==> config.mk <==
export PLATFORM = sky130hd
export DESIGN_NAME = led_one_wire_pulse_encoder
export DESIGN_NICKNAME = d
export VERILOG_FILES = /design/src/rtl/lowpe_pkg.sv /design/src/rtl/lowpe_front.sv /design/src/rtl/lowpe_back.sv /design/src/rtl/led_one_wire_pulse_encoder.sv
export VERILOG_INCLUDE_DIRS = /design/src /design/src/rtl
export SDC_FILE = /design/constraint.sdc
export NUM_CORES = 1
export LEC_CHECK = 0
export BUFFER_PORTS_ARGS = -buffer_cell sky130_fd_sc_hd__buf_4
export CAP_MARGIN = 20
export CORE_ASPECT_RATIO = 0.75
export CORE_MARGIN = 10
export CORE_UTILIZATION = 40
export CTS_CLUSTER_SIZE = 30
export DETAILED_ROUTE_END_ITERATION = 8
export PLACE_DENSITY = 0.57
export SLEW_MARGIN = 10
export SYNTH_ARGS = -nofsm -noshare
export SYNTH_HDL_FRONTEND = slang
export SYNTH_SLANG_ARGS = --single-unit
==> constraint.sdc <==
create_clock -name clk -period 2.9 [get_ports clk]
set_input_delay 0.58 -clock clk [delete_from_list [all_inputs] [get_ports clk]]
set_output_delay 0.58 -clock clk [all_outputs]
set_load 0.01 [all_outputs]
==> src/rtl/led_one_wire_pulse_encoder_macros.svh <==
// Assertion macros shared by the pulse encoder modules.
`ifndef LED_ONE_WIRE_PULSE_ENCODER_MACROS_SVH
`define LED_ONE_WIRE_PULSE_ENCODER_MACROS_SVH

// Same-cycle implication, disabled while reset is asserted.
`define LOWPE_ASSERT_NOW(lbl, clk, rst_n, ante, cons, msg) \
	lbl: assert property (@(posedge clk) disable iff (!rst_n) (ante) |-> (cons)) \
		else $error(msg);

// Next-cycle implication, disabled while reset is asserted.
`define LOWPE_ASSERT_NEXT(lbl, clk, rst_n, ante, cons, msg) \
	lbl: assert property (@(posedge clk) disable iff (!rst_n) (ante) |=> (cons)) \
		else $error(msg);

`endif

==> src/rtl/lowpe_pkg.sv <==
// Types and constants shared by the pulse encoder modules.
package lowpe_pkg;

	localparam int unsigned SEG_W = 5;

	localparam logic [SEG_W-1:0] SEG_LATCH    = 5'd0;
	localparam logic [SEG_W-1:0] SEG_LAST_BIT = 5'd16;
	localparam logic [SEG_W-1:0] SEG_FIRST_BIT = 5'd1;
	localparam logic [SEG_W-1:0] SEG_IDLE     = 5'd17;

	localparam int unsigned REG_IDX_W = 3;

	localparam logic [REG_IDX_W-1:0] REG_ONE_HIGH    = 3'd0;
	localparam logic [REG_IDX_W-1:0] REG_ONE_LOW     = 3'd1;
	localparam logic [REG_IDX_W-1:0] REG_ZERO_HIGH   = 3'd2;
	localparam logic [REG_IDX_W-1:0] REG_ZERO_LOW    = 3'd3;
	localparam logic [REG_IDX_W-1:0] REG_FRAME_RESET = 3'd4;

	typedef struct packed {
		logic [7:0]       colour_byte;
		logic [SEG_W-1:0] first_seg;
		logic [SEG_W-1:0] end_seg;
	} item_t;

	typedef struct packed {
		logic  valid;
		item_t item;
	} head_t;

	typedef struct packed {
		logic [7:0]  one_high_cycles;
		logic [7:0]  one_low_cycles;
		logic [7:0]  zero_high_cycles;
		logic [7:0]  zero_low_cycles;
		logic [15:0] frame_reset_cycles;
	} cfg_t;

	// A hold time of zero would mean "hold forever", so it is raised to one cycle.
	function automatic logic [15:0] at_least_one(input logic [15:0] v);
		at_least_one = (v == 16'd0) ? 16'd1 : v;
	endfunction

endpackage

==> src/rtl/lowpe_front.sv <==
// Input side: accepts bytes, works out their segment range and queues them.
`include "led_one_wire_pulse_encoder_macros.svh"

module lowpe_front #(
	parameter int unsigned DEPTH = 4
) (
	input  logic              clk,
	input  logic              arst_n,
	input  logic              push,
	output logic              full,
	input  logic [7:0]        colour_byte,
	input  logic              first_of_frame,
	input  logic              last_of_frame,
	output lowpe_pkg::head_t  head,
	input  logic              head_pop
);
	import lowpe_pkg::*;

	localparam int unsigned PTR_W = (DEPTH > 1) ? $clog2(DEPTH) : 1;
	localparam int unsigned CNT_W = $clog2(DEPTH + 1);

	item_t              item_q [DEPTH];
	logic [PTR_W-1:0]   wr_ptr_q;
	logic [PTR_W-1:0]   rd_ptr_q;
	logic [CNT_W-1:0]   count_q;
	logic               wr_en;
	logic               rd_en;
	item_t              new_item;

	assign full  = (count_q == CNT_W'(DEPTH));
	assign wr_en = push && !full;
	assign rd_en = head_pop && (count_q != '0);

	always_comb begin
		new_item.colour_byte = colour_byte;
		new_item.first_seg   = first_of_frame ? SEG_LATCH : SEG_FIRST_BIT;
		new_item.end_seg     = last_of_frame ? SEG_IDLE : SEG_LAST_BIT;
	end

	always_ff @(posedge clk) begin
		if (wr_en) begin
			item_q[wr_ptr_q] <= new_item;
		end
	end

	always_ff @(posedge clk or negedge arst_n) begin
		if (!arst_n) begin
			wr_ptr_q <= '0;
			rd_ptr_q <= '0;
			count_q  <= '0;
		end else begin
			if (wr_en) begin
				wr_ptr_q <= (wr_ptr_q == PTR_W'(DEPTH - 1)) ? '0 : wr_ptr_q + 1'b1;
			end
			if (rd_en) begin
				rd_ptr_q <= (rd_ptr_q == PTR_W'(DEPTH - 1)) ? '0 : rd_ptr_q + 1'b1;
			end
			if (wr_en && !rd_en) begin
				count_q <= count_q + 1'b1;
			end else if (rd_en && !wr_en) begin
				count_q <= count_q - 1'b1;
			end
		end
	end

	assign head.valid = (count_q != '0);
	assign head.item  = item_q[rd_ptr_q];

	`LOWPE_ASSERT_NOW(a_pop_needs_entry, clk, arst_n, head_pop, count_q != '0, "Queue popped while empty.")
	`LOWPE_ASSERT_NEXT(a_count_grows, clk, arst_n, wr_en && !rd_en, count_q == $past(count_q) + 1'b1, "Queue count did not follow a write.")

endmodule

==> src/rtl/lowpe_back.sv <==
// Segment sequencer: plays the head byte out as line segments into the output register.
`include "led_one_wire_pulse_encoder_macros.svh"

module lowpe_back (
	input  logic             clk,
	input  logic             arst_n,
	input  lowpe_pkg::cfg_t  cfg,
	input  lowpe_pkg::head_t head,
	output logic             head_pop,
	output logic             empty,
	input  logic             pop,
	output logic             line_level,
	output logic [15:0]      hold_cycles,
	output logic             run_end
);
	import lowpe_pkg::*;

	logic             started_q;
	logic [SEG_W-1:0] seg_q;
	logic             out_valid_q;
	logic             level_q;
	logic [15:0]      hold_q;
	logic             run_end_q;

	logic             can_load;
	logic             emit;
	logic [SEG_W-1:0] cur;
	logic [SEG_W-1:0] bit_step;
	logic             seg_end;
	logic             data_bit;
	logic             seg_level;
	logic [15:0]      seg_hold;

	assign can_load = !out_valid_q || pop;
	assign emit     = head.valid && can_load;
	assign cur      = started_q ? seg_q : head.item.first_seg;
	assign seg_end  = (cur == head.item.end_seg);
	assign head_pop = emit && seg_end;
	assign bit_step = cur - SEG_FIRST_BIT;
	assign data_bit = head.item.colour_byte[3'd7 - bit_step[3:1]];

	always_comb begin
		if (cur == SEG_LATCH) begin
			seg_level = 1'b0;
			seg_hold  = at_least_one(cfg.frame_reset_cycles);
		end else if (cur == SEG_IDLE) begin
			seg_level = 1'b1;
			seg_hold  = 16'd0;
		end else if (!bit_step[0]) begin
			seg_level = 1'b1;
			seg_hold  = at_least_one({8'd0, data_bit ? cfg.one_high_cycles
			                                         : cfg.zero_high_cycles});
		end else begin
			seg_level = 1'b0;
			seg_hold  = at_least_one({8'd0, data_bit ? cfg.one_low_cycles
			                                         : cfg.zero_low_cycles});
		end
	end

	always_ff @(posedge clk or negedge arst_n) begin
		if (!arst_n) begin
			started_q   <= 1'b0;
			seg_q       <= '0;
			out_valid_q <= 1'b0;
		end else begin
			if (emit) begin
				started_q <= !seg_end;
				seg_q     <= cur + 1'b1;
			end
			if (can_load) begin
				out_valid_q <= emit;
			end
		end
	end

	always_ff @(posedge clk) begin
		if (emit) begin
			level_q   <= seg_level;
			hold_q    <= seg_hold;
			run_end_q <= seg_end;
		end
	end

	assign empty       = !out_valid_q;
	assign line_level  = level_q;
	assign hold_cycles = hold_q;
	assign run_end     = run_end_q;

	`LOWPE_ASSERT_NOW(a_seg_in_range, clk, arst_n, started_q, seg_q <= SEG_IDLE, "Segment index ran past the idle segment.")
	`LOWPE_ASSERT_NOW(a_latch_only_at_start, clk, arst_n, emit && (cur == SEG_LATCH), !started_q, "Latch segment emitted inside a byte.")

endmodule

==> src/rtl/led_one_wire_pulse_encoder.sv <==
// Top level of the one-wire LED pulse encoder: configuration registers and the two halves.
// A byte accepted into the input queue is played out segment by segment into the output register.
// A byte is 16 to 18 segments, one per cycle while the output register is empty or popped.
// Up to QUEUE_DEPTH bytes wait in the input queue while the sequencer works.
// Reset clears the queue and output register and restores the timing registers
// to 40, 35, 15, 40 and 15000.
module led_one_wire_pulse_encoder #(
	parameter int unsigned QUEUE_DEPTH = 4
) (
	input  logic                           clk,
	input  logic                           arst_n,
	input  logic                           push,
	output logic                           full,
	input  logic [7:0]                     colour_byte,
	input  logic                           first_of_frame,
	input  logic                           last_of_frame,
	output logic                           empty,
	input  logic                           pop,
	output logic                           line_level,
	output logic [15:0]                    hold_cycles,
	output logic                           run_end,
	input  logic                           cfg_valid,
	output logic                           cfg_ready,
	input  logic [lowpe_pkg::REG_IDX_W-1:0] cfg_index,
	input  logic [15:0]                    cfg_data
);
	import lowpe_pkg::*;

	cfg_t  cfg_q;
	head_t head;
	logic  head_pop;

	assign cfg_ready = 1'b1;

	always_ff @(posedge clk or negedge arst_n) begin
		if (!arst_n) begin
			cfg_q.one_high_cycles    <= 8'd40;
			cfg_q.one_low_cycles     <= 8'd35;
			cfg_q.zero_high_cycles   <= 8'd15;
			cfg_q.zero_low_cycles    <= 8'd40;
			cfg_q.frame_reset_cycles <= 16'd15000;
		end else if (cfg_valid && cfg_ready) begin
			unique case (cfg_index)
				REG_ONE_HIGH:    cfg_q.one_high_cycles    <= cfg_data[7:0];
				REG_ONE_LOW:     cfg_q.one_low_cycles     <= cfg_data[7:0];
				REG_ZERO_HIGH:   cfg_q.zero_high_cycles   <= cfg_data[7:0];
				REG_ZERO_LOW:    cfg_q.zero_low_cycles    <= cfg_data[7:0];
				REG_FRAME_RESET: cfg_q.frame_reset_cycles <= cfg_data;
				default: begin
				end
			endcase
		end
	end

	lowpe_front #(
		.DEPTH(QUEUE_DEPTH)
	) u_front (
		.clk            (clk),
		.arst_n         (arst_n),
		.push           (push),
		.full           (full),
		.colour_byte    (colour_byte),
		.first_of_frame (first_of_frame),
		.last_of_frame  (last_of_frame),
		.head           (head),
		.head_pop       (head_pop)
	);

	lowpe_back u_back (
		.clk         (clk),
		.arst_n      (arst_n),
		.cfg         (cfg_q),
		.head        (head),
		.head_pop    (head_pop),
		.empty       (empty),
		.pop         (pop),
		.line_level  (line_level),
		.hold_cycles (hold_cycles),
		.run_end     (run_end)
	);

endmodule
Word-level counts from Yosys, hierarchy flattened
Memories as Yosys holds them, arrays and structs flattened.
Index checks and enable logic that the tools add are counted.

operators by class
  add/sub/neg operators = 7
  mux-type cells = 21
  $lt $le $gt $ge = 1
  reductions and logical operators = 24
  eq/ne operators = 9

operators by type and width
  cell                                                                           number
  16-bit two-way mux                                                             4
  8-bit two-way mux                                                              4
  16-bit zero test                                                               1
  8-bit zero test                                                                2
  2-bit AND reduction                                                            5
  1-bit two-way mux                                                              7
  3-bit by 2-bit == test with 1-bit output (second input constant)               2
  3-bit == test (second input constant)                                          2
  1-bit logical AND                                                              6
  3-bit two-way mux                                                              2
  5-bit by 1-bit adder with 5-bit output (second input constant)                 1
  5-bit == test                                                                  1
  5-bit == test (second input constant)                                          1
  1-bit zero test                                                                5
  5-bit zero test                                                                1
  5-bit two-way mux                                                              1
  2-bit by 1-bit adder with 2-bit output (second input constant)                 2
  2-bit == test (second input constant)                                          2
  3-bit by 4-bit less-than comparator with 1-bit output (second input constant)  1
  2-bit two-way mux                                                              2
  4-bit by 1-bit subtractor with 4-bit output (second input constant)            1
  3-bit by 1-bit adder with 3-bit output (second input constant)                 1
  1-bit binary-select mux with 3-bit select                                      1
  3-bit by 1-bit == test with 1-bit output (second input constant)               1
  6 further kinds                                                                6

storage, ports and cells
  memories kept = 1
  word-level logic and storage cells = 77
  bits in writable memories = 40
  bits in registers = 80
  input bits = 34
  output and inout port bits = 21

memories
  name            depth  width  rd ports  clocked after memory_dff  write ports  RTL line           text
  u_front.item_q  4      10     1         0                         1            lowpe_front.sv:22  item_t item_q [DEPTH];

Depth between registers and ports, before layout
An unclocked memory read counts as a cell.

  depth in word-level cells = 12
  depth in mapped cells = 11
  gate-level depth less buffers = 11

Modules after synthesis
From an unflattened synthesis, not the netlist that was laid out.

second synthesis, totals
  cells, all modules = 353
  area, all modules = 5484.0 sq um

modules (own cells, without submodules)
  module                      instances  cells each  area each (sq um)  sequential area each (sq um)
  lowpe_front                 1          100         1969.4             1376.3
  led_one_wire_pulse_encoder  1          107         1866.8             1223.7
  lowpe_back                  1          146         1647.8             715.7

Worst setup path before layout
OpenSTA, ideal clock, no wires.

  path type = register to register
  start = register u_front.rd_ptr_q[0]
  end = register u_back.hold_q[0], in the netlist u_back.hold_cycles[0] (data pin)
  arrival time = 2.832 ns
  path slack = -0.192 ns
  buffers on the path = 1
  data required time = 2.639 ns
  setup time = 0.261 ns
  cell stages (with the launch flop) = 11
  period minus slack after synthesis = 3.092 ns
  cells stage by stage = dfrtp_1 > mux4_1 > mux2i_4 > ha_1 > and3b_1 > o211ai_1 > nand4_1 > buf_4 > mux2i_4 > mux2i_1 > o311a_1

on the way
  elaborated cells on any way between the ends = 17
  classes of those cells = 2 x add/sub; 1 x eq/ne; 10 x mux; 3 x reduce/logical; 1 x memory

RTL lines
  element                                      RTL line           text
  start: declaration                           lowpe_front.sv:24  logic [PTR_W-1:0] rd_ptr_q;
  start signal: assignment                     lowpe_front.sv:56  rd_ptr_q <= (rd_ptr_q == PTR_W'(DEPTH - 1)) ? '0 : rd_ptr_q + 1'b1;
  memory read 4 x 10 bit                       -
  5-bit two-way mux                            lowpe_back.sv:36   assign cur = started_q ? seg_q : head.item.first_seg;
  4-bit by 1-bit subtractor with 4-bit output  lowpe_back.sv:39   assign bit_step = cur - SEG_FIRST_BIT;
  net u_back.bit_step[0]                       lowpe_back.sv:28   logic [SEG_W-1:0] bit_step;
  16-bit two-way mux                           lowpe_back.sv:49   end else if (!bit_step[0]) begin
  16-bit two-way mux                           lowpe_back.sv:46   end else if (cur == SEG_IDLE) begin
  16-bit two-way mux                           lowpe_back.sv:43   if (cur == SEG_LATCH) begin
  net u_back.seg_hold[0]                       lowpe_back.sv:32   logic [15:0] seg_hold;
  end signal: assignment                       lowpe_back.sv:79   hold_q <= seg_hold;
  end: declaration                             lowpe_back.sv:22   logic [15:0] hold_q;

The timed path passes the listed nets, and every way through them passes these cells. The select of a mux whose other input is x is not followed.
A chain may end at the register's enable or synchronous reset.

Final worst setup path
  start = register u_front.rd_ptr_q[0]
  end = register u_back.hold_q[6], in the netlist u_back.hold_cycles[6] (data pin)

Same word-level chain as after synthesis.

==> impl_metrics.env <==
export IMPL_status="finished with violations"
export IMPL_violations="setup timing"
export IMPL_cts_htree_levels=4
export IMPL_crit_top_cell="mux2i_4"
export IMPL_timing_worst_setup_path_type="reg -> reg"
export IMPL_layout_common_cells="buf_4, edfxtp_1, mux2_2"
export IMPL_synth_net_count=417
export IMPL_grt_antenna_before_repair=0
export IMPL_placed_cells_incl_taps=604
export IMPL_gr_total_overflow=0
export IMPL_pwr_density_cell_nw_per_um2=1110
export IMPL_req_time_crit_path_ns=3.04
export IMPL_vertical_extent_of_the_die_um=122
export IMPL_worstPathArrival_ns=3.11
export IMPL_timing_max_transition_violations_final=0
export IMPL_post_route_drc_count=0
export IMPL_finish_cell_count_without_fillers=637
export IMPL_timing_rr_start="u_front.rd_ptr_q[0]$_DFFE_PN0P_"
export IMPL_route_vias_total=3336
export IMPL_final_hold_viol_count=0
export IMPL_placement_io_buffers=53
export IMPL_fin_skew_ns=0.0247
export IMPL_rr_endpoint="u_back.hold_cycles[6]$_DFFE_PP_"
export IMPL_grt_first_pass_wirelength_mm=20.0
export IMPL_wirelength_mm=12.1
export IMPL_first_pass_iteration_count_of_the_detailed_router=4
export IMPL_grt_use_total_pct=13.5
export IMPL_dieArea_um2=18900
export IMPL_gp_congestion=0.839
export IMPL_timing_critical_path_cells="mux4_2 > mux2i_4 > ha_4 > and3b_1 > o211ai_1 > nand4_1 > mux2i_4 > buf_12 > mux2i_1 > o221ai_1"
export IMPL_largest_net_degree_at_the_start_of_global_routing=63
export IMPL_drt_first_iter_violations=196
export IMPL_worstMarginPinSlew_ns=0.794
export IMPL_core_rowCount=37
export IMPL_yosys_area_top_type="edfxtp_1"
export IMPL_netlist_cell_types=50
export IMPL_max_cap_violations=0
export IMPL_layout_drive_gt1_share_pct=41.8
export IMPL_tritoncts="built"
export IMPL_setup_viol=7
export IMPL_worstPathBufferInverterCount=1
export IMPL_critical_path_top_delay_family="multiplexers"
export IMPL_avgViaCountPerCell=5.24
export IMPL_timing_slew_headroom_pct=47.1
export IMPL_core_um2=13600
export IMPL_synth_async_reset_ratio_pct=51.7
export IMPL_ctsRootBufferMaster="clkbuf_16"
export IMPL_ys_seq_elements=120
export IMPL_synth_largest_type_area_fraction_pct=31.6
export IMPL_ys_dominant_reg_cell="edfxtp_1"
export IMPL_area_growth_pct=23.4
export IMPL_n_antenna_cell=0
export IMPL_initial_utilization_pct=40.6
export IMPL_reg2reg_setup_slack_ns=-0.07
export IMPL_clk_latency_ns=0.42
export IMPL_via_count_of_the_first_global_routing_pass=3654
export IMPL_crit_path_end_kind="flip-flop"
export IMPL_io_pins=55
export IMPL_worstRegToRegCells=10
export IMPL_synth_edff_count=58
export IMPL_place_detailed_hpwl_mm=8.62
export IMPL_fin_crit_sh_pct=102
export IMPL_chipWidth_um=156
export IMPL_post_cts_hold_buffers=0
export IMPL_synth_warning_count=0
export IMPL_crit_fanout=5
export IMPL_achievable_frequency_ghz=0.337
export IMPL_syn_area_um2=5520
export IMPL_area_contributors_post_synth="edfxtp_1, dfrtp_1, mux2_2, dfstp_2, mux4_1"
export IMPL_cts_buffers=17
export IMPL_utilization_pct=50.1
export IMPL_min_path_type="in -> async"
export IMPL_setup_tns_ns=-0.301
export IMPL_avgSynthCellArea_um2=14.8
export IMPL_crit_path_start_kind="flip-flop"
export IMPL_post_synth_inst_count=373
export IMPL_worst_path_max_delay_cell="mux4_2"
export IMPL_p_leak_nw=2.74
export IMPL_cts_reportedPaths_clkPinSlew_ns=0.06
export IMPL_cts_sink_count=120
export IMPL_seq_area_frac_synth_pct=60.1
export IMPL_period_minus_slack_ns=2.97
export IMPL_wire_length_per_cell_um=18.9
export IMPL_final_nets=493
export IMPL_max_clock_path_buffers=2
export IMPL_route_antenna_remaining_nets=0
export IMPL_cpPeakStageDelay_ns=0.55
export IMPL_vdd_ir_drop_worst_mv=0.531
export IMPL_layout_commonest_cell="buf_4"
export IMPL_worst_slack_ns=-0.0698
export IMPL_rsz_0062_raised_after_global_routing="true"
worst max-delay path by stage:
stage	endpoint	slack [ns]	cells after the start	from
floorplan	u_back.hold_cycles[0]$_DFFE_PP_	-0.12	10	u_front.rd_ptr_q[0]$_DFFE_PN0P_
global placement	u_back.hold_cycles[3]$_DFFE_PP_	0.005	10	u_front.rd_ptr_q[0]$_DFFE_PN0P_
detailed placement	u_back.hold_cycles[5]$_DFFE_PP_	-0.1	10	u_front.rd_ptr_q[0]$_DFFE_PN0P_
CTS	u_back.hold_cycles[6]$_DFFE_PP_	-0.05	10	u_front.rd_ptr_q[0]$_DFFE_PN0P_
global route	u_back.hold_cycles[3]$_DFFE_PP_	-0.21	10	u_front.rd_ptr_q[0]$_DFFE_PN0P_
finish	u_back.hold_cycles[6]$_DFFE_PP_	-0.07	10	u_front.rd_ptr_q[0]$_DFFE_PN0P_
sequential cells by signal, indices dropped and copies added, names as in the netlist:
signal	count
cfg_q	48
u_back.hold_cycles	16
u_back.line_level	1
u_back.out_valid_q	1
u_back.run_end	1
u_back.seg_q	5
u_back.started_q	1
u_front.count_q	3
u_front.item_q	40
u_front.rd_ptr_q	2
u_front.wr_ptr_q	2
cells by family (layout without fill, tap and decap cells):
logic type	count (synthesis)	after routing	share of synthesized area [%]
mux	85	85	20.0
xor+xnor	4	4	0.635
buf+inv	26	115	2.20
fa+ha+maj	10	10	2.40
flops	120	120	60.1
simple gates	83	83	8.84
compound gates	44	44	5.80
other cells	1	1	0.0679
metal layers:
| layer | vias to the layer above | wire length [um] | track usage [%] |
|---|---|---|---|
| met5 | - | 0 | 0 |
| met1 | 1652 | 6240 | 19.3 |
| met4 | 0 | 126 | 5.48 |
| met2 | 73 | 5110 | 18.5 |
| met3 | 10 | 581 | 4.15 |
| li1 | 1601 | - | - |
Yosys cell counts, drive strengths merged, types with 3 or more instances:
| cell | number |
|---|---|
| mux2i | 20 |
| o21ai | 7 |
| o31ai | 3 |
| nor3 | 9 |
| and2 | 7 |
| nand2 | 11 |
| clkbuf | 11 |
| nor4 | 8 |
| o211ai | 6 |
| nor2 | 6 |
| dfrtp | 44 |
| nand3 | 7 |
| ha | 9 |
| mux4 | 10 |
| dfstp | 18 |
| nand4 | 9 |
| a21o | 4 |
| o221ai | 5 |
| a2bb2oi | 5 |
| mux2 | 55 |
| and3 | 9 |
| a21oi | 5 |
| edfxtp | 58 |
| buf | 5 |
| inv | 10 |
per-stage QoR:
step | worst slack, ns | area [um^2] | total power, W | hold WS, ns
final | -0.0698 | 6810 | 0.00755 | 0.246
after global routing | -0.210 | 6810 | 0.00800 | 0.309
after CTS | -0.0492 | 6780 | 0.00754 | 0.267
after detailed placement | -0.0967 | 6210 | 0.00552 | 0.488
after global placement | 0.00516 | 6210 | 0.00544 | 0.477
after floorplan | -0.123 | 5520 | 0.00457 | 0.284
final cells by class:
| class | instances | area, um^2 |
|---|---|---|
| fillers | 1179 | 6800 |
| flip-flops and latches | 120 | 3320 |
| multi-input cells | 227 | 2120 |
| repair buffers | 73 | 568 |
| clock buffers | 18 | 429 |
| well taps | 175 | 219 |
| clock inverters | 14 | 126 |
| inverters | 10 | 37.5 |
where the power goes:
group / internal (W) / total [W] / switching [W]
sequential: 0.00236 / 0.00267 / 0.000317
clock: 0.00118 / 0.00196 / 0.000778
combinational: 0.00153 / 0.00291 / 0.00138
total: 0.00507 / 0.00755 / 0.00248
what timing repair did:
action                                  in CTS  in global routing
setup buffers                                0                  1
pin swaps                                    1                  1
endpoints found under the setup margin       8                 10
gates resized for setup                      2                  8
No activity file was read; power rests on OpenSTA's default activity.
